### src/sv/rdc_ram.sv
// Generic simple dual port RAM: one write port, one read port, registered read.
// No dependencies; used for the last-seen table and the segment sum tree.
module rdc_ram #(
   parameter int WIDTH  = 8,
   parameter int DEPTH  = 16,
   localparam int ADDR_W = $clog2(DEPTH)
) (
   input  logic              clock,
   input  logic              wr_en,
   input  logic [ADDR_W-1:0] wr_addr,
   input  logic [WIDTH-1:0]  wr_data,
   input  logic              rd_en,
   input  logic [ADDR_W-1:0] rd_addr,
   output logic [WIDTH-1:0]  rd_data
);

   logic [WIDTH-1:0] mem_ff [DEPTH];
   logic [WIDTH-1:0] rd_data_ff;

   always_ff @(posedge clock) begin
      if (wr_en) begin
         mem_ff[wr_addr] <= wr_data;
      end
      if (rd_en) begin
         rd_data_ff <= mem_ff[rd_addr];
      end
   end

   assign rd_data = rd_data_ff;

endmodule
### config.mk
export PLATFORM = sky130hd
export DESIGN_NAME = rdc_ram
export DESIGN_NICKNAME = d
export VERILOG_FILES = /design/src/sv/rdc_ram.sv
export SDC_FILE = /design/constraint.sdc
export NUM_CORES = 1
export LEC_CHECK = 0
export BUFFER_PORTS_ARGS = -buffer_cell sky130_fd_sc_hd__buf_2
export CAP_MARGIN = 0
export CORE_ASPECT_RATIO = 1.5
export CORE_UTILIZATION = 54
export DETAILED_ROUTE_END_ITERATION = 12
export PLACE_DENSITY = 0.72
export SLEW_MARGIN = 20
export SYNTH_ARGS = -nofsm -noshare
export SYNTH_HDL_FRONTEND = slang
export SYNTH_SLANG_ARGS = --single-unit
### constraint.sdc
create_clock -name clock -period 4.8 [get_ports clock]
set_input_delay 0.48 -clock clock [delete_from_list [all_inputs] [get_ports clock]]
set_output_delay 0.48 -clock clock [all_outputs]
set_load 0.02 [all_outputs]
Word level (Yosys, flattened, before mapping) --
Memory sizes are Yosys's and may differ from the RTL's. A register that Yosys moved wholly into a read port is not among the register bits. Cells that the tools add are included.
Storage, ports and cells: register bits after elaboration 0, latch bits 0, memory bits (writable) 128, ROM bits 0, bits of input ports 19, output and inout bits 8, word-level logic and storage cells 3, memories kept 1
Cells by class: add/sub/neg operators 0, multiply operators 0, div/mod/pow operators 0, magnitude comparators 0, eq/ne operators 0, shift-type cells 0, muxes and demuxes 2, bitwise logic cells 0, reduce and logical (&&, ||, !) cells 0
Memories:
- mem_ff | depth 16, bits a word 8, rd ports 1, clocked after memory_dff 1, write ports 1, RTL line 17 | logic [WIDTH-1:0] mem_ff [DEPTH];
Operators by type and width (count):
- $mux 1 | 2

Longest topological paths before layout --
depth after elaboration 2, mapped depth 5, mapped depth without buffers 3

Worst setup path before layout --
OpenSTA, ideal clock, no wires.
path type in2reg, start in wr_addr[2], end mem mem_ff[0][0], enable pin, setup time 0.383 ns, arrival time 1.590 ns, data required time 4.417 ns, slack 2.827 ns, stages 2, buffers on the path 0, cell sequence or3b_2 > nor3_1
RTL lines:
- start: declaration | RTL line 10 | input logic [ADDR_W-1:0] wr_addr,
- end: declaration | RTL line 17
Straight into the memory's write port.

Final worst setup path --
start in wr_addr[2], end mem mem_ff[3][0], enable pin
Straight into the memory's write port.

==> results.toml <==
[pwr]
power_mw = 2.77
vdd_drop_max_mv = 0.299
powerDensity_nw_per_um2 = 458
p_leak_nw = 2.01

[timing]
final-max-slew-violation-count = 0
period_share_pct = 38.3
hold_viol = 0
finClkSkew_ns = 0.00519
report.final.setup_viol = 0
fmax_mhz = 544
tightest_slew_ns = 1.06
timing.hold.ws_ns = 0.441
maxSlewHeadroom_pct = 29.4
rsz0062_at_grt = "false"
fin_crit_ns = 1.84
tns_ns = 0

[die]
design.die.area_sq_um = 10100
top_level_ports = 27
coreArea_sq_um = 9310
die_h_um = 123
rows = 43
die_w_um = 82.3
initial_core_util_pct = 56.2

[global_route]
grt_pass1_vias = 2561
grt_max_degree = 33
grt_first_pass_wirelength_um = 14500
track_usage_pct = 22.5
gr-total-overflow = 0
antenna_found_initial = 0

[route]
viasPerCell = 6.09
dr_wl_met3_um = 545
highest_layer = "met4"
wl_met2_um = 5140
wl_per_cell_um = 24.3
drtIter0Drc = 183
vias = 2386
dr.pass1.iters = 4
route.detailed.drc = 0
drt_wl_total_um = 9540
ant_nets = 0
wl_met1_um = 3610

[clocking]
clk_pin_slew_ns = 0.05
cts_buffer_depth = 2
clk_latency_ns = 0.41
cts_setup_buffers = 0
post_cts_resized = 0
tritoncts = "built"
postCtsHoldBufs = 0
cts_root_buffer = "clkbuf_16"
cts_max_level = 4
cts_sinks = 136
cts_buffers = 17

[yosys]
async_flop_share_pct = 0
synthFlopType = "edfxtp_1"
ys_warn_count = 0
synthCells = 229
ys_seq_area_share_pct = 78.1
syn_area_sq_um = 5230
ys_seq_elements = 136
ys_types = 18
synth_edf_count = 136
syn_nets = 248
avgSynthCellArea_sq_um = 22.8

[finish]
layout.nets = 286
fin_area_sq_um = 6050
final-seq-area_sq_um = 4080
final_util_pct = 65.0
final_layout_size_suffix_gt1_share_pct = 27.9
final_common_cell = "edfxtp_1"
area_growth_pct = 15.7
num_antenna_cells = 0
fill_cells = 606
layout_common_cells = "136 x edfxtp_1, 25 x buf_2, 18 x mux4_2, 17 x clkbuf_16, 16 x a22oi_1"
multi_input_area_sq_um = 1060

[worst_setup_path]
path_class = "input pin to register"
critPathMaxStageDelay_ns = 0.76
critPathRequiredTime_ns = 4.83
crit_fanout = 8
startpoint_type = "input pin"
crit_slowest_cell = "nor2_1"
path_cells = "buf_2 -> or3b_2 -> nor2_1"
worstPathArrival_ns = 1.87
rrSetupSlack_ns = 3.33
cp-end-kind = "register"

[outcome]
status = "finished, final reports clean"

[job]
maxCapViolCount = 0

[place]
place_hpwl_um = 5790
postPlaceCellArea_sq_um = 5440
gp_congestion = 0.713
numPortBuffers = 26

[worst_hold_path]
hp-class = "input pin to register"
==> metal layers <==
| metal | global-route usage, % | vias to the layer above |
|---|---|---|
| met5 | 0 | - |
| met4 | 11.6 | 0 |
| met3 | 7.43 | 14 |
| met2 | 36.1 | 106 |
| met1 | 26.6 | 1214 |
| li1 | - | 1052 |
==> metrics by stage <==
stage,instances,worst slack [ns]
6_report,392,2.96
5_1_grt,392,2.89
4_1_cts,392,2.63
3_5_place_dp,360,2.17
3_3_place_gp,360,2.21
2_1_floorplan,229,2.83
==> area by class of cell <==
| type | count | share of cell area, % |
|---|---|---|
| sequential | 136 | 67.5 |
| timing repair buffer | 29 | 2.56 |
| clock buffer | 17 | 7.03 |
| multi-input combinational | 83 | 17.6 |
| tap | 112 | 2.32 |
| clock inverter | 15 | 3.04 |
==> power by group <==
group          leakage [nW]  internal [mW]  switching, mW
Clock                 0.283          0.858          0.450
Combinational         0.491         0.0468         0.0731
Sequential             1.24           1.34        0.00667
Total                  2.01           2.24          0.529
==> cell usage after synthesis (2+ instances only) <==
| master | instances | area (sq um) |
|---|---|---|
| a22oi_1 | 16 | 120 |
| buf_2 | 3 | 15.0 |
| buf_6 | 3 | 33.8 |
| clkdlybuf4s25_2 | 3 | 30.0 |
| edfxtp_1 | 136 | 4080 |
| mux4_1 | 14 | 368 |
| mux4_2 | 18 | 405 |
| nand2_1 | 9 | 33.8 |
| nand2b_1 | 2 | 12.5 |
| nand3b_1 | 2 | 15.0 |
| nor2_1 | 13 | 48.8 |
| nor3_1 | 4 | 20.0 |
==> final timing paths <==
check / from / cells after the start / end
hold / removal: rd_en / 1 / rd_data[6]
setup reg to reg: mem_ff[5][2] / 3 / rd_data[2]
hold reg to reg: mem_ff[12][1] / 3 / rd_data[1]
setup / recovery: wr_addr[2] / 3 / mem_ff[3][0]
==> cell families (layout without fill, tap and decap cells) <==
kind of cell | count (synthesis) | count (layout) | share of synthesized area [%]
simple gates | 35 | 35 | 3.14
mux | 32 | 32 | 14.8
buf+inv | 10 | 61 | 1.65
flops | 136 | 136 | 78.1
compound gates | 16 | 16 | 2.30
==> critical path: cells and delay by family <==
kind | cells | cell delay [ns]
buffers and inverters | 1 | 0.11
and+or+nand+nor | 2 | 1.27
==> sequential cells by signal (all words and copies together), names as in the netlist <==
| register | flops |
|---|---|
| rd_data | 8 |
| mem_ff | 128 |
Note: power is estimated with default switching activity, not from simulation.
